`src/hdl/pcvp_pkg.sv`:
```
`default_nettype none
package pcvp_pkg;

  localparam int MUL_A_W = 40;
  localparam int MUL_B_W = 32;
  localparam int MUL_P_W = 64;
  localparam int QV_W    = 42;
  localparam int SQ_W    = 64;
  localparam int ROOT_W  = 32;
  localparam int NUM_W   = 62;

  localparam logic signed [31:0] Q30_ONE     = 32'sh4000_0000;
  localparam logic [15:0]        DECAY_RESET = 16'd58982;
  localparam logic signed [63:0] QDOT_LIMIT  = 64'sd274877906944;

  typedef enum logic [2:0] {
    CMD_LOAD_POS  = 3'd0,
    CMD_LOAD_QUAT = 3'd1,
    CMD_LOAD_LIN  = 3'd2,
    CMD_LOAD_ANG  = 3'd3,
    CMD_PREDICT   = 3'd4,
    CMD_READ      = 3'd5
  } cmd_e;

  localparam logic REG_LIN_DECAY = 1'b0;
  localparam logic REG_ANG_DECAY = 1'b1;

  localparam logic [1:0] GRP_POS  = 2'd0;
  localparam logic [1:0] GRP_QUAT = 2'd1;
  localparam logic [1:0] GRP_LIN  = 2'd2;
  localparam logic [1:0] GRP_ANG  = 2'd3;

  // one product term of the quaternion rate
  typedef struct packed {
    logic [1:0] ang;
    logic [1:0] quat;
    logic       neg;
    logic [1:0] row;
    logic       last;
  } qterm_t;

  function automatic qterm_t qterm(input logic [3:0] k);
    qterm_t t;
    unique case (k)
      4'd0:    t = '{ang: 2'd0, quat: 2'd1, neg: 1'b1, row: 2'd0, last: 1'b0};
      4'd1:    t = '{ang: 2'd1, quat: 2'd2, neg: 1'b1, row: 2'd0, last: 1'b0};
      4'd2:    t = '{ang: 2'd2, quat: 2'd3, neg: 1'b1, row: 2'd0, last: 1'b1};
      4'd3:    t = '{ang: 2'd0, quat: 2'd0, neg: 1'b0, row: 2'd1, last: 1'b0};
      4'd4:    t = '{ang: 2'd2, quat: 2'd2, neg: 1'b0, row: 2'd1, last: 1'b0};
      4'd5:    t = '{ang: 2'd1, quat: 2'd3, neg: 1'b1, row: 2'd1, last: 1'b1};
      4'd6:    t = '{ang: 2'd1, quat: 2'd0, neg: 1'b0, row: 2'd2, last: 1'b0};
      4'd7:    t = '{ang: 2'd2, quat: 2'd1, neg: 1'b1, row: 2'd2, last: 1'b0};
      4'd8:    t = '{ang: 2'd0, quat: 2'd3, neg: 1'b0, row: 2'd2, last: 1'b1};
      4'd9:    t = '{ang: 2'd2, quat: 2'd0, neg: 1'b0, row: 2'd3, last: 1'b0};
      4'd10:   t = '{ang: 2'd1, quat: 2'd1, neg: 1'b0, row: 2'd3, last: 1'b0};
      4'd11:   t = '{ang: 2'd0, quat: 2'd2, neg: 1'b1, row: 2'd3, last: 1'b1};
      default: t = '{ang: 2'd0, quat: 2'd0, neg: 1'b0, row: 2'd0, last: 1'b0};
    endcase
    return t;
  endfunction

  function automatic logic signed [31:0] sat32(input logic signed [63:0] x);
    logic signed [31:0] r;
    if (x > 64'sd2147483647) begin
      r = 32'sh7fff_ffff;
    end else if (x < -64'sd2147483648) begin
      r = 32'sh8000_0000;
    end else begin
      r = x[31:0];
    end
    return r;
  endfunction

endpackage
`default_nettype wire

```
`src/hdl/pcvp_mul.sv`:
```
`default_nettype none
module pcvp_mul (
  input  wire logic                                 clk_i,
  input  wire logic signed [pcvp_pkg::MUL_A_W-1:0]  a_i,
  input  wire logic signed [pcvp_pkg::MUL_B_W-1:0]  b_i,
  output logic signed [pcvp_pkg::MUL_P_W-1:0]       p_o
);
  import pcvp_pkg::*;

  logic signed [MUL_A_W+MUL_B_W-1:0] full;

  assign full = a_i * b_i;

  // every use keeps its product within 63 bits
  always_ff @(posedge clk_i) begin
    p_o <= full[MUL_P_W-1:0];
  end

endmodule
`default_nettype wire

```
`config.mk`:
```
export PLATFORM = sky130hd
export DESIGN_NAME = pcvp_mul
export DESIGN_NICKNAME = d
export VERILOG_FILES = /design/src/hdl/pcvp_pkg.sv /design/src/hdl/pcvp_mul.sv
export SDC_FILE = /design/constraint.sdc
export NUM_CORES = 2
export LEC_CHECK = 0
export BUFFER_PORTS_ARGS = -buffer_cell sky130_fd_sc_hd__buf_4
export CORE_AREA = 2 2 377 379
export DETAILED_ROUTE_END_ITERATION = 10
export DIE_AREA = 0 0 379 381
export SLEW_MARGIN = 20
export SYNTH_ARGS = -nofsm -noshare
export SYNTH_HDL_FRONTEND = slang
export SYNTH_SLANG_ARGS = --single-unit
```
`constraint.sdc`:
```
create_clock -name clk_i -period 14.95 [get_ports clk_i]
set_clock_uncertainty 0.05 [all_clocks]
set_input_delay 4.485 -clock clk_i [delete_from_list [all_inputs] [get_ports clk_i]]
set_output_delay 4.485 -clock clk_i [all_outputs]
set_load 0.01 [all_outputs]
```
; ---- Word level (Yosys, flattened, before mapping)
; Cells that the tools add are included.
[op_classes]
n_mul = 1
[op_table]
columns = operator, n
row1 = $mul 40x32->64, 1
[totals]
reg_bits = 64
input_bits = 73
wordCells = 2

; ---- Logic depth before layout (Yosys ltp)
[depth]
ltp_word = 1
mapped_depth = 30
depth_no_buf = 28

; ---- Least setup slack after synthesis
; OpenSTA, ideal clock, no wires.
[synth_timing]
path_type = input -> register
start = in b_i[24] (netlist name)
end = reg p_o[57] (netlist name)
setup_ns = 0.122
arrival_ns = 11.217
required_ns = 14.778
path_slack_ns = 3.561
path_stages = 27
path_buffers = 3
path_cell_list = clkbuf_1 clkbuf_1 nand2_1 fa_1 inv_1 fa_1 inv_1 fa_1 inv_1 fa_1 fa_1 fa_1 inv_1 fa_1 fa_1 inv_1 ha_1 clkbuf_1 nand4_1 o41ai_1 a311oi_2 o21ai_2 a21oi_4 o21ai_0 and3_1 nor4b_1 a311o_1
[synth_via]
elab_chain_len = 1
[synth_lines]
columns = element, line_no
row1 = from (decl), pcvp_mul.sv:5  ; input wire logic signed [pcvp_pkg::MUL_B_W-1:0] b_i,
row2 = $mul 40x32->64, pcvp_mul.sv:12  ; assign full = a_i * b_i;
row3 = net full[57], pcvp_mul.sv:10  ; logic signed [MUL_A_W+MUL_B_W-1:0] full;
row4 = to (signal assigned), pcvp_mul.sv:16  ; p_o <= full[MUL_P_W-1:0];
row5 = to (decl), pcvp_mul.sv:6  ; output logic signed [pcvp_pkg::MUL_P_W-1:0] p_o
; The timed path passes the listed nets, and every way through them passes these cells.

; ---- Worst setup path in the final report
[layout_timing]
start = in b_i[31] (netlist name)
end = reg p_o[62] (netlist name)
; Same word-level chain as after synthesis.

==> flow_metrics.env <==
export IMPL_synth_top_cell_by_area="sky130_fd_sc_hd__fa_1"
export IMPL_multi_input_area_um2=35600
export IMPL_final_core_utilization=0.318
export IMPL_report_final_setup_viol=0
export IMPL_sequential_fraction_of_the_synthesis_area=0.0306
export IMPL_yosysWarnings=0
export IMPL_final_layout_size_suffix_gt1_frac=0.0406
export IMPL_num_vias=29500
export IMPL_drt_drc_violations_left=0
export IMPL_avgSynthCellArea_um2=9.41
export IMPL_core_area_um2=141000
export IMPL_timing_critical_path_fanout_max=21
export IMPL_path_class="input port to flip-flop"
export IMPL_post_cts_resized=0
export IMPL_netlist_area_um2=41900
export IMPL_area_share_of_the_largest_cell_type_after_synthesis=0.585
export IMPL_top_registers="p_o x64"
export IMPL_max_cap_viol_count=0
export IMPL_max_freq_mhz=77.2
export IMPL_whs_ns=4.58
export IMPL_die_area_um2=144000
export IMPL_synth_cell_types=58
export IMPL_required_ns=15.26
export IMPL_syn_instance_count=4450
export IMPL_placement_rows=138
export IMPL_numPortBuffers=136
export IMPL_hold_path_startpoint="b_i[0]"
export IMPL_grt_pass1_vias=33700
export IMPL_largest_register_ffs=64
export IMPL_grt_start_max_net_pins=42
export IMPL_place_detailed_hpwl_mm=95.7
export IMPL_synth_enable_flop_cells=0
export IMPL_wl_mm=129
export IMPL_post_drt_via_cell_ratio=4.72
export IMPL_cts_max_level=3
export IMPL_hold_path_class="input port to flip-flop"
export IMPL_max_clock_path_buffers=2
export IMPL_cts_setup_buffers=0
export IMPL_yosys_register_bits=64
export IMPL_timing_slew_headroom=0.284
export IMPL_timing_worst_slew_pin_value_ns=1.07
export IMPL_finalNetCount=5838
export IMPL_finalCriticalPeriod_ns=12.96
export IMPL_final_period_utilization=0.867
export IMPL_worst_endpoint_arrival_ns=13.27
export IMPL_drt_iter0_markers=1759
export IMPL_grt_antenna_before_repair=3
export IMPL_drt_wirelength_per_cell_um=20.6
export IMPL_design_portCount=137
export IMPL_postRouteAntennaNets=0
export IMPL_gr_total_overflow=0
export IMPL_finalHoldViolCount=0
export IMPL_grt_first_pass_wirelength_mm=204
export IMPL_nFillCells=14700
export IMPL_cts_tree="yes"
export IMPL_worst_hold_path_endpoint="p_o[0]$_DFF_P_"
export IMPL_clk_pin_slew_worst_paths_ns=0.07
export IMPL_area_growth_syn_to_layout_pct=6.63
export IMPL_ctsRootBufferMaster="sky130_fd_sc_hd__clkbuf_16"
export IMPL_grt_setup_unrepaired="false"
export IMPL_clock_sinks=64
export IMPL_cts_made_buffers=9
export IMPL_fin_tns_setup_ns=0
export IMPL_number_of_hold_buffers_added_after_cts=0
export IMPL_fp_dieW_um=379
export IMPL_drt_first_pass_iters=5
export IMPL_timing_final_max_slew_violations=0
export IMPL_fin_area_um2=44600
export IMPL_post_synth_top_flop="sky130_fd_sc_hd__dfxtp_1"
export IMPL_status="finished, final reports clean"
export IMPL_synth_area_leaders="sky130_fd_sc_hd__fa_1, sky130_fd_sc_hd__inv_1, sky130_fd_sc_hd__and2_1"
export IMPL_gp_congestion=0.892
export IMPL_initial_core_util=0.298
export IMPL_top_register="p_o"
export IMPL_placed_area_um2=44300
export IMPL_whs_path_depth=2
export IMPL_regArea_um2=1280
export IMPL_die_y_um=381
export IMPL_synthesis_nets=5937
export IMPL_timing_critical_path_from_type="input port"
export IMPL_crit_path_end_kind="flip-flop"
export IMPL_async_flop_share=0
export IMPL_track_usage=0.188
## Yosys cell counts, types with 10 or more instances
library cell                  n
sky130_fd_sc_hd__fa_1      1223
sky130_fd_sc_hd__inv_1     1082
sky130_fd_sc_hd__nand2_1    690
sky130_fd_sc_hd__and2_1     573
sky130_fd_sc_hd__clkbuf_1   249
sky130_fd_sc_hd__ha_1       191
sky130_fd_sc_hd__dfxtp_1     64
sky130_fd_sc_hd__a21oi_1     59
sky130_fd_sc_hd__xnor2_1     55
sky130_fd_sc_hd__nor2_1      49
sky130_fd_sc_hd__xor2_1      30
sky130_fd_sc_hd__a21o_1      28
sky130_fd_sc_hd__o21ai_0     26
sky130_fd_sc_hd__nand3_1     16
sky130_fd_sc_hd__nand2b_1    13
sky130_fd_sc_hd__o21bai_1    10
## metal layers
layer	share of wire	vias up	track usage	wire length, um
li1	-	12300	-	-
met1	0.39	15800	0.237	50700
met2	0.51	1150	0.328	65200
met3	0.066	221	0.0284	8520
met4	0.033	0	0.0583	4280
met5	0	-	0	0
## logic make-up after synthesis
logic type      after synthesis  share of synthesized area
compound gates              178                     0.0293
xor+xnor                     85                     0.0178
simple gates               1375                      0.161
flops                        64                     0.0306
buf+inv                    1334                      0.120
fa+ha+maj                  1414                      0.642
## placed cells by master (no fill, tap or decap), types with 30 or more instances in the layout
cell / instances
sky130_fd_sc_hd__fa_1: 1223
sky130_fd_sc_hd__inv_1: 1082
sky130_fd_sc_hd__nand2_1: 690
sky130_fd_sc_hd__and2_1: 573
sky130_fd_sc_hd__ha_1: 191
sky130_fd_sc_hd__buf_4: 141
sky130_fd_sc_hd__dfxtp_1: 64
sky130_fd_sc_hd__a21oi_1: 59
sky130_fd_sc_hd__xnor2_1: 55
sky130_fd_sc_hd__nor2_1: 49
sky130_fd_sc_hd__xor2_1: 30
## how the worst max path moves through the flow
stage	start	to	slack [ns]	cells past startpoint
after detailed placement	b_i[31]	p_o[62]$_DFF_P_	1.50	24
after floorplan	b_i[24]	p_o[57]$_DFF_P_	3.56	27
after global routing	b_i[31]	p_o[62]$_DFF_P_	1.61	24
after global placement	b_i[31]	p_o[62]$_DFF_P_	1.60	24
after CTS	b_i[31]	p_o[62]$_DFF_P_	1.96	24
final	b_i[31]	p_o[62]$_DFF_P_	1.99	24
## worst max-delay path: stages
cell and delay (ns):
sky130_fd_sc_hd__buf_4 0.16, sky130_fd_sc_hd__clkinv_1 0.84, sky130_fd_sc_hd__fa_1 0.81, sky130_fd_sc_hd__fa_1 0.57, sky130_fd_sc_hd__fa_1 0.45, sky130_fd_sc_hd__fa_1 0.55
sky130_fd_sc_hd__inv_1 0.05, sky130_fd_sc_hd__fa_1 0.50, sky130_fd_sc_hd__inv_1 0.05, sky130_fd_sc_hd__fa_1 0.54, sky130_fd_sc_hd__fa_1 0.43, sky130_fd_sc_hd__fa_1 0.50
sky130_fd_sc_hd__inv_1 0.05, sky130_fd_sc_hd__ha_1 0.40, sky130_fd_sc_hd__a21oi_1 0.19, sky130_fd_sc_hd__o21ai_0 0.12, sky130_fd_sc_hd__o21bai_1 0.20, sky130_fd_sc_hd__a221oi_1 0.83
sky130_fd_sc_hd__a21oi_1 0.51, sky130_fd_sc_hd__o2111ai_1 0.41, sky130_fd_sc_hd__and2_1 0.21, sky130_fd_sc_hd__o21ai_1 0.08, sky130_fd_sc_hd__a21oi_1 0.19, sky130_fd_sc_hd__xnor2_1 0.13
## stage by stage
step,worst slack (ns),std cells
2_1_floorplan,3.56,4450
6_report,1.99,6249
4_1_cts,1.96,6246
3_3_place_gp,1.60,6230
3_5_place_dp,1.50,6230
5_1_grt,1.61,6246
## area by class of cell
class	count	area share
tap	1890	0.0530
clock inverter	7	0.00160
timing repair buffer	141	0.0237
clock buffer	9	0.00504
inverter	1083	0.0910
multi-input combinational	3052	0.797
sequential	64	0.0287
antenna	3	0.000168
Power is not shown: default switching activity piles up to over one toggle a cycle in this logic, so the estimate is an artifact.
