`config.mk`:
```
export PLATFORM = sky130hd
export DESIGN_NAME = pcvp_div
export DESIGN_NICKNAME = d
export VERILOG_FILES = /design/src/hdl/pcvp_pkg.sv /design/src/hdl/pcvp_div.sv
export SDC_FILE = /design/constraint.sdc
export NUM_CORES = 1
export LEC_CHECK = 0
export BUFFER_PORTS_ARGS = -buffer_cell sky130_fd_sc_hd__buf_4
export CORE_MARGIN = 1.5
export CORE_UTILIZATION = 55
export CTS_CLUSTER_DIAMETER = 50
export DETAILED_ROUTE_END_ITERATION = 8
export GPL_ROUTABILITY_DRIVEN = 0
export PLACE_DENSITY = 0.8
export SYNTH_ARGS = -nofsm -noshare
export SYNTH_HDL_FRONTEND = slang
export SYNTH_SLANG_ARGS = --single-unit
```
`constraint.sdc`:
```
create_clock -name clk_i -period 3.3 [get_ports clk_i]
set_input_delay 0.495 -clock clk_i [delete_from_list [all_inputs] [get_ports clk_i]]
set_output_delay 0.495 -clock clk_i [all_outputs]
set_load 0.02 [all_outputs]
```
`src/hdl/pcvp_pkg.sv`:
```
`default_nettype none
package pcvp_pkg;

  localparam int MUL_A_W = 40;
  localparam int MUL_B_W = 32;
  localparam int MUL_P_W = 64;
  localparam int QV_W    = 42;
  localparam int SQ_W    = 64;
  localparam int ROOT_W  = 32;
  localparam int NUM_W   = 62;

  localparam logic signed [31:0] Q30_ONE     = 32'sh4000_0000;
  localparam logic [15:0]        DECAY_RESET = 16'd58982;
  localparam logic signed [63:0] QDOT_LIMIT  = 64'sd274877906944;

  typedef enum logic [2:0] {
    CMD_LOAD_POS  = 3'd0,
    CMD_LOAD_QUAT = 3'd1,
    CMD_LOAD_LIN  = 3'd2,
    CMD_LOAD_ANG  = 3'd3,
    CMD_PREDICT   = 3'd4,
    CMD_READ      = 3'd5
  } cmd_e;

  localparam logic REG_LIN_DECAY = 1'b0;
  localparam logic REG_ANG_DECAY = 1'b1;

  localparam logic [1:0] GRP_POS  = 2'd0;
  localparam logic [1:0] GRP_QUAT = 2'd1;
  localparam logic [1:0] GRP_LIN  = 2'd2;
  localparam logic [1:0] GRP_ANG  = 2'd3;

  // one product term of the quaternion rate
  typedef struct packed {
    logic [1:0] ang;
    logic [1:0] quat;
    logic       neg;
    logic [1:0] row;
    logic       last;
  } qterm_t;

  function automatic qterm_t qterm(input logic [3:0] k);
    qterm_t t;
    unique case (k)
      4'd0:    t = '{ang: 2'd0, quat: 2'd1, neg: 1'b1, row: 2'd0, last: 1'b0};
      4'd1:    t = '{ang: 2'd1, quat: 2'd2, neg: 1'b1, row: 2'd0, last: 1'b0};
      4'd2:    t = '{ang: 2'd2, quat: 2'd3, neg: 1'b1, row: 2'd0, last: 1'b1};
      4'd3:    t = '{ang: 2'd0, quat: 2'd0, neg: 1'b0, row: 2'd1, last: 1'b0};
      4'd4:    t = '{ang: 2'd2, quat: 2'd2, neg: 1'b0, row: 2'd1, last: 1'b0};
      4'd5:    t = '{ang: 2'd1, quat: 2'd3, neg: 1'b1, row: 2'd1, last: 1'b1};
      4'd6:    t = '{ang: 2'd1, quat: 2'd0, neg: 1'b0, row: 2'd2, last: 1'b0};
      4'd7:    t = '{ang: 2'd2, quat: 2'd1, neg: 1'b1, row: 2'd2, last: 1'b0};
      4'd8:    t = '{ang: 2'd0, quat: 2'd3, neg: 1'b0, row: 2'd2, last: 1'b1};
      4'd9:    t = '{ang: 2'd2, quat: 2'd0, neg: 1'b0, row: 2'd3, last: 1'b0};
      4'd10:   t = '{ang: 2'd1, quat: 2'd1, neg: 1'b0, row: 2'd3, last: 1'b0};
      4'd11:   t = '{ang: 2'd0, quat: 2'd2, neg: 1'b1, row: 2'd3, last: 1'b1};
      default: t = '{ang: 2'd0, quat: 2'd0, neg: 1'b0, row: 2'd0, last: 1'b0};
    endcase
    return t;
  endfunction

  function automatic logic signed [31:0] sat32(input logic signed [63:0] x);
    logic signed [31:0] r;
    if (x > 64'sd2147483647) begin
      r = 32'sh7fff_ffff;
    end else if (x < -64'sd2147483648) begin
      r = 32'sh8000_0000;
    end else begin
      r = x[31:0];
    end
    return r;
  endfunction

endpackage
`default_nettype wire

```
`src/hdl/pcvp_div.sv`:
```
`default_nettype none
module pcvp_div (
  input  wire logic                            clk_i,
  input  wire logic                            rst_ni,
  input  wire logic                            start_i,
  input  wire logic [pcvp_pkg::NUM_W-1:0]      num_i,
  input  wire logic [pcvp_pkg::ROOT_W-1:0]     den_i,
  output logic      [pcvp_pkg::ROOT_W-1:0]     quo_o,
  output logic                                 done_o
);
  import pcvp_pkg::*;

  logic [ROOT_W-1:0] rem_q, rem_d, lo_q, lo_d, den_q, den_d;
  logic [5:0]        cnt_q, cnt_d;
  logic              busy_q, busy_d, done_q, done_d;
  logic [ROOT_W:0]   t, diff;
  logic              ge;

  assign t    = {rem_q, lo_q[ROOT_W-1]};
  assign ge   = t >= {1'b0, den_q};
  assign diff = t - {1'b0, den_q};

  // high part of the dividend is below the divisor, so 32 quotient bits suffice
  always_comb begin
    rem_d  = rem_q;
    lo_d   = lo_q;
    den_d  = den_q;
    cnt_d  = cnt_q;
    busy_d = busy_q;
    done_d = 1'b0;
    if (start_i) begin
      rem_d  = ROOT_W'(num_i[NUM_W-1:ROOT_W]);
      lo_d   = num_i[ROOT_W-1:0];
      den_d  = den_i;
      cnt_d  = 6'd32;
      busy_d = 1'b1;
    end else if (busy_q) begin
      rem_d = ge ? diff[ROOT_W-1:0] : t[ROOT_W-1:0];
      lo_d  = {lo_q[ROOT_W-2:0], ge};
      cnt_d = cnt_q - 6'd1;
      if (cnt_q == 6'd1) begin
        busy_d = 1'b0;
        done_d = 1'b1;
      end
    end
  end

  always_ff @(posedge clk_i or negedge rst_ni) begin
    if (!rst_ni) begin
      busy_q <= 1'b0;
      done_q <= 1'b0;
      cnt_q  <= '0;
    end else begin
      busy_q <= busy_d;
      done_q <= done_d;
      cnt_q  <= cnt_d;
    end
  end

  always_ff @(posedge clk_i) begin
    rem_q <= rem_d;
    lo_q  <= lo_d;
    den_q <= den_d;
  end

  assign quo_o  = lo_q;
  assign done_o = done_q;

endmodule
`default_nettype wire

```
## Yosys cells after proc, flatten, opt, wreduce, memory -nomap -nowiden

Cells that the tools add are included.

- Equal/unequal tests: 1
- Divide/modulo/power cells: 0
- Reductions and logical operators: 1
- Shift operators: 0
- Muxes and demuxes: 13
- Multiply operators: 0
- Bitwise operators: 0
- Magnitude comparators: 1
- $add $sub $neg: 2

Operators with widths:

| operator | count |
|---|---|
| 32-bit 2-to-1 mux | 3 |
| 30-bit 2-to-1 mux | 2 |
| 33-bit by 32-bit >= comparator with 1-bit output | 1 |
| 32-bit subtractor | 1 |
| 6-bit 2-to-1 mux | 2 |
| 6-bit by 1-bit == test with 1-bit output, second input constant | 1 |
| 1-bit 2-to-1 mux | 6 |
| 6-bit by 1-bit subtractor with 6-bit output, second input constant | 1 |
| 2-bit nonzero test | 1 |

- Bits in writable memories: 0
- Memory bits (read-only): 0
- Input bits: 97
- Logic and storage cells: 25
- Output and inout port bits: 33
- Memories: 0
- Latch bits: 0
- Flip-flop bits (word level): 104

## Logic depth before layout (Yosys ltp)

Gate-level depths: netlist (run 1).

- Depth in word-level cells: 4
- Depth in mapped cells: 14
- Depth with buffers taken out: 13

## Worst setup path before layout (run 1)

OpenSTA, ideal clock, no wires.

- Path kind: register to register
- Start: register lo_q[31], in the netlist quo_o[31]
- End: register rem_q[28] (data pin)
- Data required time: 3040 ps
- Cell stages (with the launch flop): 14
- Period minus slack after synthesis: 3127 ps
- Buffers on the path: 0
- Data arrival time: 2867 ps
- Setup slack: 173 ps
- Setup time: 260 ps
- Cells stage by stage: edfxtp_1 -> inv_1 -> ha_1 -> inv_1 -> fa_1 -> a21o_1 -> a221o_1 -> a21oi_2 -> a21oi_1 -> a21oi_1 -> o221ai_1 -> xnor2_1 -> a21oi_1 -> mux2_2

- Cells in the longest elaborated chain, start to end: 4
- Elaborated cells on any way between the ends: 5
- Classes of those cells: add/sub: 1; order compare: 1; mux: 3

RTL lines:

| element | line | source |
|---|---|---|
| from (decl) | pcvp_div.sv:13 | `logic [ROOT_W-1:0] rem_q, rem_d, lo_q, lo_d, den_q, den_d;` |
| from (signal assigned) | pcvp_div.sv:62 | `lo_q <= lo_d;` |
| 32-bit subtractor / 33-bit by 32-bit >= comparator with 1-bit output (equally long branches) | pcvp_div.sv:21, pcvp_div.sv:20 |  |
| 32-bit 2-to-1 mux * | pcvp_div.sv:38 | `rem_d = ge ? diff[ROOT_W-1:0] : t[ROOT_W-1:0];` |
| 30-bit 2-to-1 mux * | pcvp_div.sv:37 | `end else if (busy_q) begin` |
| 30-bit 2-to-1 mux * | pcvp_div.sv:31 | `if (start_i) begin` |
| named net rem_d[28] | pcvp_div.sv:13 |  |
| to (signal assigned) | pcvp_div.sv:61 | `rem_q <= rem_d;` |
| to (decl) | pcvp_div.sv:13 |  |

Mark *: on every way through the listed nets, which the timed path passes. The rest lies on a longest branch. The select of a mux whose other input is x is not followed.
A chain may end at the register's enable or synchronous reset.

## Final worst setup path (run 1)

Same ends and word-level chain as after synthesis.

==> flow_summary_export.csv, run 1 <==
group,metric,value,unit
flow_run,maxCapViolations,0,
placement,dp_cells,815,
floorplanning,initial_core_util,56.7,%
logic_synthesis,yosysTopAreaCell,"edfxtp_1",
pwr,p_per_area,823,nW/um2
finish,stdcell_count,834,
clock_tree,numCtsBuffers,9,
global_route,track_usage,23.7,%
logic_synthesis,synth_top_family_by_area,"compound AO/OA/AOI/OAI gates",
setup_path,arrival,3.33,ns
logic_synthesis,synth_warnings,0,
clock_tree,path_clk_slew,0.11,ns
sta,finalSetupTns,0,ns
detailed_routing,drtIter0Drc,248,
sta,drv_slew,0,
detailed_routing,via_per_inst,5.64,
placement,hpwl,10000,um
sta,finalHoldViolCount,0,
logic_synthesis,netlist.area_leader.share,45.7,%
run_status,status,"finished clean",
clock_tree,insertion_delay,0.40,ns
pwr,peakVddDrop,0.448,mV
logic_synthesis,synthFlopType,"edfxtp_1",
logic_synthesis,synthCells,553,
placement,port_buffers,129,
detailed_routing,wl_per_cell,16.4,um
pwr,cellLeakagePower,3.31,nW
finish,drive_above_1_share,32.3,%
logic_synthesis,synth_cell_type_count,65,
logic_synthesis,synthSimpleGateAreaFrac,9.73,%
floorplanning,core_area,10900,um2
finish,antennaDiodeCount,0,
floorplanning,row_count,38,
finish,nets,821,
pwr,swShare,39.9,%
logic_synthesis,syn_area,6170,um2
logic_synthesis,yosysMostFrequentCell,"edfxtp_1",
setup_path,endpoint_kind,"register",
clock_tree,clock_sink_count,104,
floorplanning,die_area,11900,um2
detailed_routing,drtPass1Iterations,5,
logic_synthesis,synth_compound_area_share,14.1,%
sta,period_share,96.0,%
logic_synthesis,muxShareOfSynthArea,10.6,%
pwr,p_clk_share,13.4,%
logic_synthesis,synth-adder-area-share,7.22,%
finish,nFillCells,829,
finish,final_util,69.5,%
logic_synthesis,synthArstFlopShare,7.69,%
logic_synthesis,synthTopCellsByCount,"edfxtp_1, mux2_2, a21oi_1",
floorplanning,die_h,109,um
global_route,grt_start_max_net_pins,78,
pwr,power.internal,0.00374,W
global_route,grt_pass1_wl,21800,um
sta,finalCriticalPeriod,3.17,ns
logic_synthesis,syn_avg_cell_area,11.2,um2
global_route,antenna_found_initial,0,
setup_path,crit_type,"register to register",
sta,maxSlewHeadroom,60.7,%
min_path,hp-class,"primary input to register",
logic_synthesis,ys_seq_area_share,49.6,%
sta,skew,0.0202,ns
pwr,power.share.combinational,53.6,%
detailed_routing,vias,4703,
finish,syn_to_final_growth,22.7,%
clock_tree,cts_root_buffer,"clkbuf_8",
pwr,netSwitchingPower,0.00248,W
logic_synthesis,synth_xor_area_share,4.40,%
global_route,grt_pass1_vias,4767,
logic_synthesis,synth_edf_count,94,
clock_tree,clock_path_buffers,2,
floorplanning,ios,130,
detailed_routing,ant_nets,0,
setup_path,crit_fanout,3,
logic_synthesis,synth_area_leaders,"edfxtp_1, mux2_2, ha_1, a21oi_1, dfrtp_1",
floorplanning,die_w,109,um
logic_synthesis,syn_nets,685,
setup_path,cp_data_required_time,3.46,ns
sta,hold_ws,0.264,ns
clock_tree,h-tree-depth,3,
setup_path,cp-start-kind,"register",
detailed_routing,drc_errors,0,
detailed_routing,wirelength,13700,um
sta,worst_slack,0.132,ns
clock_tree,cts_tree,"yes",
sta,setup_viol,0,
sta,tightest_slew,0.590,ns
logic_synthesis,ys_ff_latch,104,
placement,dp_slack,0.0835,ns
sta,fmax,0.316,GHz
global_route,overflow,0,
pwr,p_seq_share,33.0,%
==> path summary, 6_finish.rpt <==
kind | from | endpoint | slack (ns) | depth (start not counted)
min in group asynchronous | rst_ni | cnt_q[4]$_DFFE_PN0P_ | 0.43 | 2
setup / recovery | quo_o[31]$_DFFE_PP_ | rem_q[28]$_DFFE_PP_ | 0.13 | 13
hold / removal | den_i[13] | den_q[13]$_DFFE_PP_ | 0.26 | 1
hold reg to reg | rem_q[30]$_SDFFE_PP0P_ | rem_q[30]$_SDFFE_PP0P_ | 0.53 | 2
setup reg to reg | quo_o[31]$_DFFE_PP_ | rem_q[28]$_DFFE_PP_ | 0.13 | 13
max in group asynchronous | rst_ni | busy_q$_DFF_PN0_ | 2.72 | 2
==> sequential cells by signal, indices dropped and copies added, names as in the netlist <==
name    flops
rem_q      32
quo_o      32
done_o      1
busy_q      1
den_q      32
cnt_q       6
==> final cells by class <==
cell class / count / area, um2 / area share, %
clock inverters: 7 / 76.3 / 1.01
flip-flops and latches: 104 / 3060 / 40.5
clock buffers: 9 / 124 / 1.64
multi-input cells: 383 / 2840 / 37.6
repair buffers: 145 / 1120 / 14.7
well taps: 140 / 175 / 2.31
inverters: 46 / 173 / 2.28
==> cell families after synthesis <==
kind of cell,Yosys count
AOI/OAI and AO/OA,135
and+or+nand+nor,124
DFF,104
buffers and inverters,66
muxes,58
adders and majority gates,35
xor gates and xnor gates,31
==> power groups by stage <==
stage / clock [W] / sequential [W] / combinational (W)
3_3_place_gp: 0 / 0.00206 / 0.00318
4_1_cts: 0.000858 / 0.00206 / 0.00328
5_1_grt: 0.000898 / 0.00210 / 0.00368
6_report: 0.000837 / 0.00206 / 0.00334
3_5_place_dp: 0 / 0.00208 / 0.00325
2_1_floorplan: 0 / 0.00210 / 0.00241
==> cell usage in the layout, fill, tap and decap left out, types with 5 or more instances in the layout <==
master,instances
buf_4,142
xor2_1,9
ha_1,34
nor2_1,46
mux2_2,53
xnor2_1,22
and3_1,5
nand3_1,7
a21oi_1,47
nand2_1,32
o21a_1,6
o21ai_0,18
a21o_1,15
a211oi_1,6
inv_1,46
clkbuf_8,9
nor3_1,7
dfrtp_1,8
edfxtp_1,94
o21ai_1,7
==> critical path: stages (launching register included) <==
cell and delay [ns]:
edfxtp_1 0.41, inv_1 0.08, ha_1 0.16, inv_1 0.05, fa_1 0.40, a21o_1 0.24, a221o_1 0.38, a21oi_2 0.17
a21oi_1 0.12, a21oi_2 0.24, o221ai_1 0.18, xnor2_1 0.17, a21oi_1 0.09, mux2_2 0.26
==> routing by layer <==
metal / GRT usage, % / part of all wire [%]
met1: 29.6 / 43
met2: 39.2 / 48
met3: 8.55 / 8.2
met4: 5.83 / 1.3
met5: 0 / 0
==> per-stage QoR <==
stage                     instance area, um2  total power (W)
final                                   7570          0.00623
after global routing                    7570          0.00668
after CTS                               7550          0.00620
after detailed placement                7340          0.00533
after global placement                  7340          0.00524
after floorplan                         6170          0.00451
==> what timing repair did <==
item | in CTS | in global routing
hold endpoints to repair | 8 | 0
gates resized for setup | 0 | 2
hold buffers | 1 | 0
buffers inserted | 0 | 2
setup endpoints to repair | 0 | 3
No activity file was read; power rests on OpenSTA's default activity.
==> inputs of run 2 (changes only) <==
CORE_UTILIZATION = 50   (was 55)
PLACE_DENSITY = 0.77   (was 0.8)
clock period = 2.8 ns   (was 3.3 ns; I/O delays follow)
==> run 2 against run 1 <==
The run now ends with setup timing left. Clock skew fell by 0.0066 ns. Via count increased by 16%. Maximum frequency increased by 3.4%. Global-route usage fell by 0.12 points. Total power increased by 63%. Critical path depth is the same. First-iteration DRC count rose by 53%. Utilization up 6.4 points. Wire length rose by 34%. Sequential power up 23%. Largest power group unchanged.
==> flow_summary_export.csv, run 2 (same netlist as run 1, synthesis figures left out) <==
group,metric,value,unit
finish,antennaDiodeCount,0,
finish,nets,912,
clock_tree,cts_root_buffer,"clkbuf_16",
clock_tree,cts_tree,"yes",
pwr,cellLeakagePower,3.93,nW
detailed_routing,wl_per_cell,19.7,um
sta,drv_slew,0,
clock_tree,clock_sink_count,104,
setup_path,arrival,3.17,ns
sta,hold_ws,0.226,ns
global_route,track_usage,23.6,%
global_route,grt_pass1_wl,24100,um
sta,setup_viol,29,
sta,fmax,0.327,GHz
sta,skew,0.0136,ns
detailed_routing,vias,5456,
sta,worst_slack,-0.263,ns
setup_path,cp_data_required_time,2.91,ns
global_route,grt_start_max_net_pins,39,
detailed_routing,wirelength,18300,um
finish,syn_to_final_growth,47.9,%
flow_run,maxCapViolations,0,
min_path,hp-class,"primary input to register",
detailed_routing,ant_nets,0,
clock_tree,h-tree-depth,3,
setup_path,r2r_slack,-0.26,ns
sta,period_share,109,%
floorplanning,ios,130,
setup_path,slowest_stage,"edfxtp_1",
setup_path,crit_chain,"inv_2 -> ha_4 -> inv_2 -> fa_2 -> a21o_1 -> a221o_1 -> a21oi_2 -> a21oi_2 -> a21oi_4 -> o21ai_2 -> xnor2_1 -> a21oi_1 -> mux2_4",
clock_tree,path_clk_slew,0.08,ns
detailed_routing,via_per_inst,5.85,
run_status,status,"finished, violations left",
clock_tree,insertion_delay,0.36,ns
run_status,violations,"setup timing",
setup_path,crit_fanout,3,
detailed_routing,drtPass1Iterations,5,
sta,tightest_slew,0.567,ns
setup_path,crit_type,"register to register",
global_route,grt_pass1_vias,5321,
sta,finalCriticalPeriod,3.06,ns
finish,final_cell_mix,"buf_4, edfxtp_1, mux2_2",
finish,layout_commonest_cell,"buf_4",
clock_tree,clock_path_buffers,2,
pwr,power.total,0.0102,W
global_route,overflow,0,
floorplanning,die_h,114,um
sta,maxSlewHeadroom,62.2,%
clock_tree,numCtsBuffers,9,
detailed_routing,drtIter0Drc,379,
setup_path,cp-start-kind,"register",
floorplanning,row_count,40,
setup_path,endpoint_kind,"register",
sta,rsz0062_at_grt,"yes",
floorplanning,die_area,13000,um2
placement,hpwl,10500,um
finish,drive_above_1_share,50.4,%
global_route,antenna_found_initial,0,
placement,port_buffers,129,
floorplanning,die_w,114,um
floorplanning,core_area,12000,um2
detailed_routing,drc_errors,0,
floorplanning,initial_core_util,51.4,%
sta,finalHoldViolCount,0,
setup_path,cp_slowest_stage_delay,0.43,ns
pwr,p_per_area,1110,nW/um2
pwr,peakVddDrop,0.613,mV
## run 2: power breakdown
group,total (W),switching (W),internal (W),leakage [nW]
sequential,0.00253,0.000335,0.00219,1.08
clock,0.00122,0.000604,0.000612,0.133
combinational,0.00643,0.00318,0.00325,2.72
total,0.0102,0.00412,0.00605,3.93
## run 2: path summary, 6_finish.rpt
kind                                           start                   end  cells after the start
worst max-delay path             quo_o[31]$_DFFE_PP_   rem_q[22]$_DFFE_PP_                     13
worst min-delay path                        den_i[9]    den_q[9]$_DFFE_PP_                      1
worst max register to register   quo_o[31]$_DFFE_PP_   rem_q[22]$_DFFE_PP_                     13
worst min register to register  cnt_q[2]$_DFFE_PN0P_      done_o$_DFF_PN0_                      1
max in group asynchronous                     rst_ni  cnt_q[0]$_DFFE_PN0P_                      2
min in group asynchronous                     rst_ni  cnt_q[1]$_DFFE_PN0P_                      2
## run 2: repair_timing
item | in CTS | in global routing
hold endpoints to repair | 8 | 0
cloned | 0 | 7
resized for setup | 26 | 108
buffers inserted | 13 | 27
hold buffers | 1 | 0
pin swaps | 24 | 47
endpoints found under the setup margin | 32 | 32
## run 2: metal layers
layer | up-vias | share of wire (%) | global-route usage [%] | wire length, um
met5 | - | 0 | 0 | 0
met4 | 0 | 4.0 | 8.00 | 728
met3 | 72 | 7.6 | 6.88 | 1400
met2 | 286 | 50 | 41.0 | 9220
met1 | 2596 | 38 | 28.1 | 6990
li1 | 2502 | - | - | -
## run 2: stage by stage
step | setup WS [ns] | TNS, ns | std cells | util (%) | area [um2]
6_report | -0.263 | -2.55 | 932 | 76.0 | 9130
2_1_floorplan | -0.141 | -0.336 | 553 | - | 6190
3_3_place_gp | -0.176 | -2.82 | 876 | 64.6 | 7760
4_1_cts | -0.160 | -0.629 | 906 | 69.1 | 8290
5_1_grt | -0.379 | -5.60 | 932 | 76.0 | 9130
3_5_place_dp | -0.207 | -3.71 | 876 | 64.6 | 7760
## run 2: layout make-up
type	instances	area, um2
sequential	104	3060
clock buffer	9	225
multi-input combinational	384	3520
clock inverter	7	52.6
tap	147	184
fill	716	2890
inverter	46	173
timing repair buffer	235	1910
## run 2: critical path, delay by kind of cell, from the launching register on
| family | cells | cell delay (ns) |
|---|---|---|
| fa+ha+maj | 2 | 0.48 |
| compound gates | 7 | 1.31 |
| flops | 1 | 0.43 |
| buf+inv | 2 | 0.14 |
| xor+xnor | 1 | 0.19 |
| mux | 1 | 0.27 |
