$ cat src/hdl/pcvp_pkg.sv
`default_nettype none
package pcvp_pkg;

  localparam int MUL_A_W = 40;
  localparam int MUL_B_W = 32;
  localparam int MUL_P_W = 64;
  localparam int QV_W    = 42;
  localparam int SQ_W    = 64;
  localparam int ROOT_W  = 32;
  localparam int NUM_W   = 62;

  localparam logic signed [31:0] Q30_ONE     = 32'sh4000_0000;
  localparam logic [15:0]        DECAY_RESET = 16'd58982;
  localparam logic signed [63:0] QDOT_LIMIT  = 64'sd274877906944;

  typedef enum logic [2:0] {
    CMD_LOAD_POS  = 3'd0,
    CMD_LOAD_QUAT = 3'd1,
    CMD_LOAD_LIN  = 3'd2,
    CMD_LOAD_ANG  = 3'd3,
    CMD_PREDICT   = 3'd4,
    CMD_READ      = 3'd5
  } cmd_e;

  localparam logic REG_LIN_DECAY = 1'b0;
  localparam logic REG_ANG_DECAY = 1'b1;

  localparam logic [1:0] GRP_POS  = 2'd0;
  localparam logic [1:0] GRP_QUAT = 2'd1;
  localparam logic [1:0] GRP_LIN  = 2'd2;
  localparam logic [1:0] GRP_ANG  = 2'd3;

  // one product term of the quaternion rate
  typedef struct packed {
    logic [1:0] ang;
    logic [1:0] quat;
    logic       neg;
    logic [1:0] row;
    logic       last;
  } qterm_t;

  function automatic qterm_t qterm(input logic [3:0] k);
    qterm_t t;
    unique case (k)
      4'd0:    t = '{ang: 2'd0, quat: 2'd1, neg: 1'b1, row: 2'd0, last: 1'b0};
      4'd1:    t = '{ang: 2'd1, quat: 2'd2, neg: 1'b1, row: 2'd0, last: 1'b0};
      4'd2:    t = '{ang: 2'd2, quat: 2'd3, neg: 1'b1, row: 2'd0, last: 1'b1};
      4'd3:    t = '{ang: 2'd0, quat: 2'd0, neg: 1'b0, row: 2'd1, last: 1'b0};
      4'd4:    t = '{ang: 2'd2, quat: 2'd2, neg: 1'b0, row: 2'd1, last: 1'b0};
      4'd5:    t = '{ang: 2'd1, quat: 2'd3, neg: 1'b1, row: 2'd1, last: 1'b1};
      4'd6:    t = '{ang: 2'd1, quat: 2'd0, neg: 1'b0, row: 2'd2, last: 1'b0};
      4'd7:    t = '{ang: 2'd2, quat: 2'd1, neg: 1'b1, row: 2'd2, last: 1'b0};
      4'd8:    t = '{ang: 2'd0, quat: 2'd3, neg: 1'b0, row: 2'd2, last: 1'b1};
      4'd9:    t = '{ang: 2'd2, quat: 2'd0, neg: 1'b0, row: 2'd3, last: 1'b0};
      4'd10:   t = '{ang: 2'd1, quat: 2'd1, neg: 1'b0, row: 2'd3, last: 1'b0};
      4'd11:   t = '{ang: 2'd0, quat: 2'd2, neg: 1'b1, row: 2'd3, last: 1'b1};
      default: t = '{ang: 2'd0, quat: 2'd0, neg: 1'b0, row: 2'd0, last: 1'b0};
    endcase
    return t;
  endfunction

  function automatic logic signed [31:0] sat32(input logic signed [63:0] x);
    logic signed [31:0] r;
    if (x > 64'sd2147483647) begin
      r = 32'sh7fff_ffff;
    end else if (x < -64'sd2147483648) begin
      r = 32'sh8000_0000;
    end else begin
      r = x[31:0];
    end
    return r;
  endfunction

endpackage
`default_nettype wire

$ cat src/hdl/pcvp_sqrt.sv
`default_nettype none
module pcvp_sqrt (
  input  wire logic                            clk_i,
  input  wire logic                            rst_ni,
  input  wire logic                            start_i,
  input  wire logic [pcvp_pkg::SQ_W-1:0]       x_i,
  output logic      [pcvp_pkg::ROOT_W-1:0]     root_o,
  output logic                                 done_o
);
  import pcvp_pkg::*;

  logic [SQ_W-1:0] rem_q, rem_d, r_q, r_d, bit_q, bit_d;
  logic            busy_q, busy_d, done_q, done_d;
  logic [SQ_W:0]   trial;

  assign trial = {1'b0, r_q} + {1'b0, bit_q};

  always_comb begin
    rem_d  = rem_q;
    r_d    = r_q;
    bit_d  = bit_q;
    busy_d = busy_q;
    done_d = 1'b0;
    if (start_i) begin
      rem_d  = x_i;
      r_d    = '0;
      bit_d  = {2'b01, {(SQ_W-2){1'b0}}};
      busy_d = 1'b1;
    end else if (busy_q) begin
      if ({1'b0, rem_q} >= trial) begin
        rem_d = rem_q - trial[SQ_W-1:0];
        r_d   = (r_q >> 1) + bit_q;
      end else begin
        r_d = r_q >> 1;
      end
      bit_d = bit_q >> 2;
      if (bit_q[0]) begin
        busy_d = 1'b0;
        done_d = 1'b1;
      end
    end
  end

  always_ff @(posedge clk_i or negedge rst_ni) begin
    if (!rst_ni) begin
      busy_q <= 1'b0;
      done_q <= 1'b0;
    end else begin
      busy_q <= busy_d;
      done_q <= done_d;
    end
  end

  always_ff @(posedge clk_i) begin
    rem_q <= rem_d;
    r_q   <= r_d;
    bit_q <= bit_d;
  end

  assign root_o = r_q[ROOT_W-1:0];
  assign done_o = done_q;

endmodule
`default_nettype wire

$ cat config.mk
export PLATFORM = sky130hd
export DESIGN_NAME = pcvp_sqrt
export DESIGN_NICKNAME = d
export VERILOG_FILES = /design/src/hdl/pcvp_pkg.sv /design/src/hdl/pcvp_sqrt.sv
export SDC_FILE = /design/constraint.sdc
export NUM_CORES = 1
export LEC_CHECK = 0
export BUFFER_PORTS_ARGS = -buffer_cell sky130_fd_sc_hd__buf_2
export CAP_MARGIN = 20
export CORE_ASPECT_RATIO = 1.75
export CORE_MARGIN = 1
export CORE_UTILIZATION = 45
export DETAILED_ROUTE_END_ITERATION = 8
export HOLD_SLACK_MARGIN = 0.02
export SETUP_SLACK_MARGIN = 0.5
export SYNTH_ARGS = -nofsm -noshare
export SYNTH_HDL_FRONTEND = slang
export SYNTH_SLANG_ARGS = --single-unit
$ cat constraint.sdc
create_clock -name clk_i -period 11.1 [get_ports clk_i]
set_input_delay 1.11 -clock clk_i [delete_from_list [all_inputs] [get_ports clk_i]]
set_output_delay 1.11 -clock clk_i [all_outputs]
set_load 0.05 [all_outputs]
After elaboration in Yosys (flattened, before gate mapping)
Cells that the tools add are included.
{ "word_totals": {"register_bits": 162, "inputBits": 67, "output_inout_bits": 33, "wordCells": 22} }
{ "classes": {"n_addsub": 3, "magnitude_cmp": 1, "muxes": 10, "n_reduce_logical": 3} }
{ "op_table": {"columns": ["op", "n"], "rows": [
  ["64-bit two-way mux", 4],
  ["64-bit by 63-bit adder with 65-bit output", 1],
  ["64-bit by 65-bit >= comparator with 1-bit output", 1],
  ["63-bit by 63-bit adder with 64-bit output", 1],
  ["64-bit subtractor", 1],
  ["1-bit two-way mux", 6],
  ["2-bit nonzero test", 2],
  ["2-bit AND reduction", 1]
]} }

Logic depth before layout (Yosys ltp)
Gate-level depths: netlist of run 1.
{ "depth": {"ltp_word": 5, "mapped_depth": 26, "ltp_nobuf": 23} }

Worst setup path after synthesis of run 1
No wires, ideal clock.
{ "synth_path": {"kind": "register to register", "startpoint": "reg r_q[2]", "endpoint": "reg rem_q[0], enable pin", "setup_time_ns": 0.574, "arrival_time_ns": 9.196, "t_required_ns": 10.526, "setup_slack_ns": 1.330, "stages_incl_launch_ff": 25, "path_buffers": 3, "synth_period_minus_slack_ns": 9.770, "cell_sequence": "dfxtp_1 -> ha_1 -> a31o_2 -> a31oi_1 -> o21ai_2 -> a21boi_1 -> o41a_1 -> o21a_1 -> o31ai_4 -> a311oi_1 -> o21bai_1 -> xnor2_1 -> ha_1 -> buf_2 -> and4_1 -> and3_1 -> nand2_1 -> nor4_1 -> a211o_1 -> o21ai_0 -> a221oi_2 -> buf_4 -> nand2_2 -> buf_2 -> o21ai_0"} }
{ "synth_via": {"elab_chain_len": 4} }
{ "synth_lines": {"columns": ["element", "line", "rtl"], "rows": [
  ["start, declared", "pcvp_sqrt.sv:12", "logic [SQ_W-1:0] rem_q, rem_d, r_q, r_d, bit_q, bit_d;"],
  ["start signal, assigned", "pcvp_sqrt.sv:56", "r_q <= r_d;"],
  ["64-bit by 63-bit adder with 65-bit output", "pcvp_sqrt.sv:16", "assign trial = {1'b0, r_q} + {1'b0, bit_q};"],
  ["64-bit by 65-bit >= comparator with 1-bit output", "pcvp_sqrt.sv:30", "if ({1'b0, rem_q} >= trial) begin"],
  ["2-bit nonzero test (no line)", null, null],
  ["2-bit AND reduction (no line)", null, null],
  ["end signal, assigned", "pcvp_sqrt.sv:55", "rem_q <= rem_d;"],
  ["end, declared", "pcvp_sqrt.sv:12", null]
]} }
Every way passes these cells.
A chain may end at the register's enable or synchronous reset.

Final worst setup path of run 1
{ "layout_path": {"startpoint": "reg bit_q[0]", "endpoint": "reg rem_q[5], enable pin"} }
{ "layout_via": {"elab_chain_len": 4} }
{ "layout_lines": {"columns": ["element", "line", "rtl"], "rows": [
  ["start, declared", "pcvp_sqrt.sv:12", null],
  ["start signal, assigned", "pcvp_sqrt.sv:57", "bit_q <= bit_d;"],
  ["64-bit by 63-bit adder with 65-bit output", "pcvp_sqrt.sv:16", null],
  ["64-bit by 65-bit >= comparator with 1-bit output", "pcvp_sqrt.sv:30", null],
  ["2-bit nonzero test (no line)", null, null],
  ["2-bit AND reduction (no line)", null, null]
]} }
Every way passes these cells.

==> results of run 1 <==
[worst max-delay path, stage by stage (launching register included)]
cell	delay, ns
dfxtp_1	0.35
ha_1	0.21
ha_1	0.21
a21oi_1	0.30
o21bai_1	0.16
a221oi_1	0.67
o21ai_0	0.41
a22o_1	0.34
a221oi_1	0.36
o31a_1	0.30
nor2_1	0.06
o21ai_0	0.19
xor2_1	0.10
ha_1	0.43
and4_1	0.25
and3_1	0.24
nand2_1	0.07
nor4_1	0.26
a211o_1	0.18
o21ai_0	0.16
a221oi_4	0.20
buf_4	0.48
nand2_2	0.64
o21ai_4	0.83
buf_4	0.62
[logic make-up (layout without fill, tap and decap cells)]
group                      Yosys count  after routing
AOI/OAI and AO/OA                  617            617
xor gates and xnor gates           158            158
adders and majority gates          131            131
buffers and inverters              185            179
DFF                                162            162
muxes                               42             42
and+or+nand+nor                    656            656
[layout make-up]
type                       count  area, sq um
clock buffer                  20          500
clock inverter                12          128
fill                        3407        17200
inverter                      41          154
multi-input combinational   1604        10600
sequential                   162         3900
tap                          455          569
timing repair buffer         106          554
[power groups by stage]
stage / Sequential, mW / Clock (mW) / Combinational [mW]
4_1_cts: 0.951 / 0.656 / 2.32
3_5_place_dp: 0.959 / 0 / 2.30
2_1_floorplan: 0.927 / 0 / 1.81
3_3_place_gp: 0.961 / 0 / 2.28
5_1_grt: 0.965 / 0.679 / 2.55
6_report: 0.952 / 0.648 / 2.33
[final timing paths]
path | start | cells past startpoint | endpoint
setup / recovery | bit_q[0] | 24 | rem_q[5]
hold / removal | rst_ni | 1 | busy_q
setup reg to reg | bit_q[0] | 24 | rem_q[5]
hold reg to reg | r_q[0] | 2 | r_q[0]
max in group asynchronous | rst_ni | 1 | busy_q
min in group clk_i | r_q[0] | 2 | r_q[0]
[registers in the layout (all words and copies together), names as in the netlist]
name,count
r_q,64
rem_q,64
bit_q,32
busy_q,1
done_o,1
[metal layers]
metal	vias up	share of wire (%)	routed length [um]
met5	-	0	0
met4	0	5.9	2930
met3	140	3.5	1750
met2	423	53	26300
met1	6858	38	18600
li1	7144	-	-
[Yosys cell counts, types with 5 or more instances]
| cell | n |
|---|---|
| nand2_1 | 230 |
| nor2_1 | 181 |
| a21oi_1 | 138 |
| o21ai_0 | 137 |
| ha_1 | 130 |
| dfxtp_1 | 96 |
| xnor2_1 | 80 |
| clkbuf_1 | 78 |
| xor2_1 | 78 |
| nand3_1 | 67 |
| edfxtp_1 | 64 |
| a31oi_1 | 51 |
| a211oi_1 | 42 |
| a21o_1 | 42 |
| inv_1 | 40 |
| mux2i_1 | 38 |
| nand4_1 | 37 |
| buf_4 | 36 |
| nor3_1 | 28 |
| o21bai_1 | 24 |
| buf_2 | 22 |
| nor2b_1 | 21 |
| o211ai_1 | 21 |
| and3_1 | 19 |
| a311oi_1 | 17 |
| and2_1 | 17 |
| o31ai_1 | 17 |
| a31o_2 | 14 |
| o21a_1 | 12 |
| o22ai_1 | 12 |
| nand3b_1 | 10 |
| nand2b_1 | 9 |
| o21ai_1 | 8 |
| o31a_1 | 8 |
| nor4_1 | 7 |
| or3_1 | 7 |
| a211o_1 | 6 |
| a21boi_0 | 5 |
| a221oi_1 | 5 |
| and4_1 | 5 |
| buf_1 | 5 |
==> flow_metrics.tcl, run 1 <==
set metrics [dict create \
    outcome "completed" \
    place_inst 2368 \
    grt_use_met1_pct 29.4 \
    p_sw_share_pct 47.7 \
    area_growth_pct 6.86 \
    place_ws_ns 2.62 \
    peakVddDrop_mv 0.156 \
    postCtsHoldBufs 0 \
    post_cts_resized 0 \
    dr.pass1.iters 5 \
    tns_ns 0 \
    synth_cell_type_count 90 \
    seqPwrFrac_pct 24.2 \
    syn_inst 1951 \
    final_area_sq_mm 0.0164 \
    dp_hpwl_mm 37.7 \
    netlist_area_sq_mm 0.0153 \
    path_clk_slew_ns 0.07 \
    met2_usage_pct 53.7 \
    crit_type "flop to flop" \
    synth_top_family_by_area "compound AO/OA/AOI/OAI gates" \
    synth_ff_type "dfxtp_1" \
    regToRegSetupSlack_ns 2.57 \
    fin_util_pct 48.7 \
    layout_commonest_cell "nand2_1" \
    start_util_pct 45.6 \
    synth_compound_gate_area_share_pct 26.7 \
    power_density_mw_per_mm2 240 \
    synthTopCellsByArea "dfxtp_1, edfxtp_1, ha_1, nand2_1, xnor2_1" \
    synth.avg_cell_area_sq_um 7.86 \
    holdWs_ns 0.419 \
    n_antenna_cell 0 \
    finalNonFillerCells 2400 \
    worst_slack_ns 2.57 \
    core_sq_mm 0.0336 \
    async_flop_share_pct 1.23 \
    cts_tree "done" \
    dieHeight_um 246 \
    grt.met3_usage_pct 3.60 \
    cts_buffers 17 \
    synth_top_area_share_pct 12.5 \
    grt_usage_pct 28.4 \
    die_w_um 142 \
    synth_simple_gate_area_share_pct 19.6 \
    gp_congestion 0.964 \
    worstSetupStartpointType "flop" \
    clkPwrFrac_pct 16.5 \
    grt_max_degree 97 \
    final.period_utilization_pct 76.8 \
    wl_mm 49.6 \
    cp.arrival_ns 8.63 \
    cts.sinks 162 \
    yosys.area.top_type "dfxtp_1" \
    gr-max-usage-layer "met2" \
    grt_overflow_total 0 \
    worst_pin_slew_ns 1.16 \
    power.leakage_nw 6.50 \
    fin_crit_ns 8.53 \
    required_ns 11.20 \
    place_area_sq_mm 0.0158 \
    clock_latency_ns 0.46 \
    fin_skew_ns 0.0126 \
    post-cts-setup-buffers 0 \
    synthMuxAreaShare_pct 2.77 \
    routed_via_density 6.07 \
    p_comb_share_pct 59.3 \
    ys_seq_elements 162 \
    cts_root_buf "clkbuf_16" \
    setup_viol 0 \
    row_count 89 \
    h-tree-depth 4 \
    final-hold-violation-count 0 \
    synthAdderAreaFrac_pct 10.7 \
    drive_gt1_share_pct 9.41 \
    cts_max_path_buffers 2 \
    p_total_mw 3.93 \
    wl_per_cell_um 20.7 \
    relSlewSlack_pct 23.0 \
    first_iter_violations 908 \
    die-area_sq_mm 0.0348 \
    power.switching_mw 1.88 \
    yosys_warnings 0 \
    p_int_mw 2.06 \
    fmax_mhz 117 \
    fin_nets 2130 \
    synth_seq_area_share_pct 25.4 \
    rsz0062_at_grt "no" \
    grt_pass1_wl_mm 76.8 \
    hp-class "primary input to asynchronous set/reset pin" \
    drcViolationCount 0 \
    synth_edf_count 64 \
    synthXorXnorAreaFrac_pct 9.02 \
    antenna_found_initial 0 \
    ioPinCount 100 \
    route.vias.total 14600 \
    io_buffers 99 \
    final_antenna_net_count 0 \
    layout_common_cells "nand2_1, nor2_1, a21oi_1" \
    drv_cap 0 \
    cp-end-kind "flop" \
    grt_pass1_vias 14200 \
    syn-num-nets 2149 \
    slew_violations 0 \
    crit_path_max_fanout 47 \
]
Power figures use the tool's default switching activity.
==> inputs of run 2 (changes only) <==
==> constraint.sdc (replaced) <==
create_clock -name clk_i -period 7.92 [get_ports clk_i]
set_input_delay 0.792 -clock clk_i [delete_from_list [all_inputs] [get_ports clk_i]]
set_output_delay 0.792 -clock clk_i [all_outputs]
set_load 0.05 [all_outputs]
==> run 2 against run 1 <==
Effect of this change: maximum frequency is 23% higher; cell area hardly changed; die area stayed put; non-clock buffer count is 7 higher; flip-flop and latch count stayed put; via count is 0.19% higher; global-route usage is 0.14 points higher; setup slack worse by 1.6 ns; worst hold slack worse by 0.31 ns; largest power group unchanged; highest routed layer unchanged.
==> flow_metrics.tcl, run 2 (synthesis gave the netlist of run 1 again) <==
set metrics [dict create \
    layout_commonest_cell "nand2_1" \
    reg2reg_to "r_q[52]" \
    worstSetupStartpointType "flop" \
    die_w_um 142 \
    grt_overflow_total 0 \
    hp-class "primary input to asynchronous set/reset pin" \
    cp-end-kind "flop" \
    n_antenna_cell 0 \
    post_cts_resized 0 \
    clock_latency_ns 0.46 \
    drv_cap 0 \
    grt_pass1_wl_mm 77.1 \
    dp_hpwl_mm 37.3 \
    layout_common_cells "nand2_1, nor2_1, a21oi_1" \
    routed_via_density 6.06 \
    core_sq_mm 0.0336 \
    drcViolationCount 0 \
    dieHeight_um 246 \
    power.leakage_nw 6.51 \
    fin_crit_ns 6.94 \
    relSlewSlack_pct 29.3 \
    wl_per_cell_um 20.3 \
    grt_usage_pct 28.5 \
    h-tree-depth 4 \
    post-cts-setup-buffers 0 \
    final_antenna_net_count 0 \
    outcome "completed" \
    path_clk_slew_ns 0.07 \
    ioPinCount 100 \
    cts_tree "done" \
    worst_pin_slew_ns 1.06 \
    cts.sinks 162 \
    fin_skew_ns 0.0158 \
    timing.rr.start "bit_q[0]" \
    postCtsHoldBufs 0 \
    rsz0062_at_grt "no" \
    area_growth_pct 6.90 \
    peakVddDrop_mv 0.257 \
    cts_buffers 17 \
    row_count 89 \
    slew_violations 0 \
    final.period_utilization_pct 87.7 \
    io_buffers 99 \
    largest_registers "r_q (64), rem_q (64), bit_q (32)" \
    die-area_sq_mm 0.0348 \
    required_ns 8.27 \
    grt_pass1_vias 14500 \
    place_ws_ns 0.698 \
    setup_viol 0 \
    route.vias.total 14600 \
    tns_ns 0 \
    antenna_found_initial 0 \
    cts_root_buf "clkbuf_16" \
    worst_slack_ns 0.977 \
    fin_nets 2137 \
    start_util_pct 45.6 \
    power_density_mw_per_mm2 333 \
    dr.pass1.iters 5 \
    drive_gt1_share_pct 9.68 \
    gp_congestion 0.933 \
    first_iter_violations 935 \
    final-hold-violation-count 0 \
    wl_mm 49.0 \
    regToRegSetupSlack_ns 0.98 \
    cts_max_path_buffers 2 \
    grt_max_degree 91 \
    cp.arrival_ns 7.30 \
    fmax_mhz 144 \
    crit_path_max_fanout 46 \
    rr_worst_depth 24 \
    crit_type "flop to flop" \
]
## run 2: area by class of cell
class                           count  area, sq um
Fill cell                        3426        17200
Multi-Input combinational cell   1604        10600
Sequential cell                   162         3900
Timing Repair Buffer              113          623
Tap cell                          455          569
Clock buffer                       21          472
Inverter                           41          154
Clock inverter                     11         87.6
## run 2: per-layer routing
metal  GRT usage, %  part of all wire [%]  vias to the layer above
li1               -                     -                     7145
met1           29.2                    37                     6833
met2           53.8                    53                      447
met3           3.19                   3.2                      167
met4           19.0                   6.5                        0
met5              0                     0                        -
## run 2: worst max path at each step
stage / startpoint / end / slack (ns) / depth (start not counted)
2_1_floorplan: r_q[2] / rem_q[0] / 1.12 / 24
3_3_place_gp: bit_q[0] / r_q[10] / 0.89 / 24
3_5_place_dp: bit_q[0] / r_q[34] / 0.70 / 24
4_1_cts: bit_q[0] / r_q[10] / 0.67 / 24
5_1_grt: bit_q[0] / r_q[52] / 0.51 / 24
6_report: bit_q[0] / r_q[52] / 0.98 / 24
## run 2: worst max-delay path, stage by stage (launching register included)
cell and delay, ns:
dfxtp_1 0.35, ha_1 0.21, ha_1 0.21, a21oi_1 0.31, o21bai_1 0.19, a221oi_2 0.47, o21ai_0 0.35, a22o_1 0.33
a221oi_1 0.53, o31a_1 0.29, nor2_1 0.06, o21ai_0 0.21, xor2_1 0.11, ha_1 0.44, and4_1 0.25, and3_1 0.24
nand2_1 0.07, nor4_1 0.25, a211o_1 0.18, o21ai_0 0.16, a221oi_4 0.25, buf_6 0.38, and2_4 0.49, o211ai_1 0.15
a311oi_1 0.30
## run 2: power breakdown
part	switching (mW)	internal [mW]	leakage [nW]
clock	0.402	0.436	0.280
sequential	0.144	1.18	1.46
combinational	2.07	1.23	4.78
total	2.61	2.85	6.51
## run 2: stage by stage
stage | area, sq um | cells | total power [mW] | utilization (%) | hold WS, ns
3_5_place_dp | 15800 | 2375 | 4.60 | 47.1 | 0.501
4_1_cts | 16400 | 2407 | 5.46 | 48.7 | 0.0916
6_report | 16400 | 2407 | 5.46 | 48.7 | 0.105
3_3_place_gp | 15800 | 2375 | 4.57 | 47.1 | 0.492
2_1_floorplan | 15300 | 1951 | 3.81 | - | 0.474
5_1_grt | 16400 | 2407 | 5.86 | 48.7 | 0.0998
==> inputs of run 3 (changes only) <==
--- a/config.mk
+++ b/config.mk
@@ -5,13 +5,14 @@
 export SDC_FILE = /design/constraint.sdc
 export NUM_CORES = 1
 export LEC_CHECK = 0
-export BUFFER_PORTS_ARGS = -buffer_cell sky130_fd_sc_hd__buf_2
 export CAP_MARGIN = 20
 export CORE_ASPECT_RATIO = 1.75
 export CORE_MARGIN = 1
-export CORE_UTILIZATION = 45
+export CORE_UTILIZATION = 60
 export DETAILED_ROUTE_END_ITERATION = 8
+export DONT_BUFFER_PORTS = 1
 export HOLD_SLACK_MARGIN = 0.02
+export PLACE_DENSITY = 0.76
 export SETUP_SLACK_MARGIN = 0.5
 export SYNTH_ARGS = -nofsm -noshare
 export SYNTH_HDL_FRONTEND = slang
==> run 3 against run 2 <==
Effect of this change: the flow now finishes with violations (design-rule violations); register-to-register slack worse by 0.09 ns; combinational power is essentially flat; global-route usage grew 7.7 points; core utilization increased by 15 points; wire length decreased by 4.5%; clock skew fell by 0.0032 ns; sequential power about the same; sequential share of layout area is 0.71 points higher; largest power group unchanged; highest routed layer unchanged.
==> flow_metrics.tcl, run 3 (synthesis gave the netlist of run 1 again) <==
set metrics [dict create \
    outcome "complete, but fails checks" \
    violations "design-rule violations" \
    regToRegSetupSlack_ns 0.88 \
    crit_type "flop to flop" \
    first_iter_violations 977 \
    cts_buffers 17 \
    wl_mm 46.7 \
    grt_max_degree 218 \
    cts.sinks 162 \
    wl_per_cell_um 21.3 \
    multiInputGateArea_sq_mm 0.0106 \
    slew_violations 0 \
    grt_pass1_wl_mm 73.6 \
    die_w_um 123 \
    cp-end-kind "flop" \
    fin_skew_ns 0.0125 \
    reg2reg_to "rem_q[8]" \
    area_growth_pct 3.81 \
    rr_worst_depth 22 \
    power.leakage_nw 6.19 \
    tns_ns 0 \
    worst_pin_slew_ns 1.06 \
    grt_overflow_total 0 \
    largest_registers "r_q (64), rem_q (64), bit_q (32)" \
    hp-class "primary input to flop" \
    drcViolationCount 2 \
    power.switching_mw 2.61 \
    core_sq_mm 0.0251 \
    grt_pass1_vias 14400 \
    gr-max-usage-layer "met2" \
    final.period_utilization_pct 88.8 \
    p_sw_share_pct 47.7 \
    fin_nets 2062 \
    p_int_mw 2.87 \
    n_antenna_cell 0 \
    row_count 77 \
    route.vias.total 14600 \
    seqPwrFrac_pct 24.0 \
    peakVddDrop_mv 0.224 \
    timing.rr.start "r_q[0]" \
    grt_use_met1_pct 36.8 \
    relSlewSlack_pct 28.6 \
    cts_max_path_buffers 2 \
    whs_path_depth 1 \
    final-hold-violation-count 0 \
    min_to "r_q[31]" \
    fin_crit_ns 7.04 \
    crit_path_max_fanout 15 \
    grt.met3_usage_pct 6.30 \
    ff_latch_area_sq_mm 0.00390 \
    die-area_sq_mm 0.0262 \
    dr.pass1.iters 7 \
    power_density_mw_per_mm2 344 \
    p_comb_share_pct 60.6 \
    fill_cells 2243 \
    antenna_found_initial 0 \
    dieHeight_um 213 \
    layout_commonest_cell "nand2_1" \
    setup_viol 0 \
    fmax_mhz 142 \
    cts_tree "done" \
    required_ns 8.00 \
    drv_cap 0 \
    worstSetupStartpointType "flop" \
    fin_util_pct 63.3 \
    met2_usage_pct 66.0 \
    rsz0062_at_grt "no" \
    io_buffers 0 \
    routed_via_density 6.65 \
    clock_latency_ns 0.46 \
    grt_usage_pct 36.2 \
    layout_common_cells "nand2_1, nor2_1, a21oi_1" \
    dp_hpwl_mm 34.5 \
    cp.arrival_ns 7.11 \
    start_util_pct 61.0 \
    clkPwrFrac_pct 15.4 \
    ioPinCount 100 \
    path_clk_slew_ns 0.07 \
    h-tree-depth 4 \
    drive_gt1_share_pct 6.02 \
    p_total_mw 5.48 \
    cts_root_buf "clkbuf_16" \
    final_antenna_net_count 0 \
    worstHoldStart "start_i" \
    gp_congestion 0.969 \
]
-- run 3: cell types whose count changed in the layout (fill, tap and decap cells not counted), sizes merged --
cell         before  now
clkbuf           21   23
and2             19   20
clkinv            4    6
o21ai           146  147
inv              48   43
dlygate4sd3       0    1
buf             113   35
clkinvlp          0    1
-- run 3: worst max path at each step --
stage / start / end / slack [ns] / depth (start not counted)
3_5_place_dp: r_q[0] / rem_q[32] / 0.47 / 23
2_1_floorplan: r_q[2] / rem_q[0] / 1.12 / 24
5_1_grt: r_q[0] / r_q[39] / 0.55 / 24
6_report: r_q[0] / rem_q[8] / 0.88 / 22
4_1_cts: r_q[0] / r_q[46] / 0.58 / 24
3_3_place_gp: r_q[0] / rem_q[30] / 0.69 / 23
-- run 3: area by class of cell --
cell class / instances / share of cell area [%]
well taps: 316 / 2.48
clock buffers: 23 / 3.21
multi-input cells: 1606 / 66.6
repair buffers: 36 / 1.82
flip-flops and latches: 162 / 24.5
inverters: 41 / 0.967
clock inverters: 9 / 0.424
-- run 3: through the flow --
stage | std cells | setup WS [ns] | hold slack (ns) | area [sq um]
after detailed placement | 2156 | 0.468 | 0.496 | 15300
after floorplan | 1951 | 1.12 | 0.474 | 15300
final | 2193 | 0.885 | 0.498 | 15900
after CTS | 2190 | 0.577 | 0.436 | 15900
after global placement | 2156 | 0.686 | 0.496 | 15300
after global routing | 2193 | 0.553 | 0.457 | 15900
-- run 3: repair_timing --
item                                    CTS  global route
resized for setup                         0             3
pin swaps                                 1             1
hold endpoints to repair                  2             0
cloned                                    1             1
hold buffers                              1             0
endpoints found under the setup margin   34            80
setup buffers                             0             2
-- run 3: routing by layer --
metal | wire length (um) | share of wire, %
met5 | 0 | 0
met4 | 3070 | 6.6
met3 | 2650 | 5.7
met2 | 24100 | 52
met1 | 16900 | 36
-- run 3: critical path, stage by stage (launching register included) --
cell      delay [ns]
dfxtp_1         0.50
ha_1            0.33
ha_1            0.22
a21oi_1         0.34
o21bai_1        0.16
a221oi_1        0.59
o21ai_1         0.32
a22o_1          0.32
a221oi_1        0.41
o31a_1          0.29
nor2_1          0.06
o21ai_0         0.19
xor2_1          0.11
ha_1            0.44
and4_1          0.25
and3_1          0.22
nand2_1         0.07
nor4_1          0.24
a211o_1         0.18
o21ai_0         0.17
a221oi_4        0.27
nand2_2         0.18
o21ai_2         0.80
-- run 3: power groups by stage --
stage / clock [mW] / combinational [mW] / sequential, mW
after detailed placement: 0 / 3.22 / 1.33
final: 0.844 / 3.32 / 1.32
after global placement: 0 / 3.17 / 1.33
after floorplan: 0 / 2.53 / 1.28
after global routing: 0.879 / 3.63 / 1.34
after CTS: 0.848 / 3.25 / 1.32
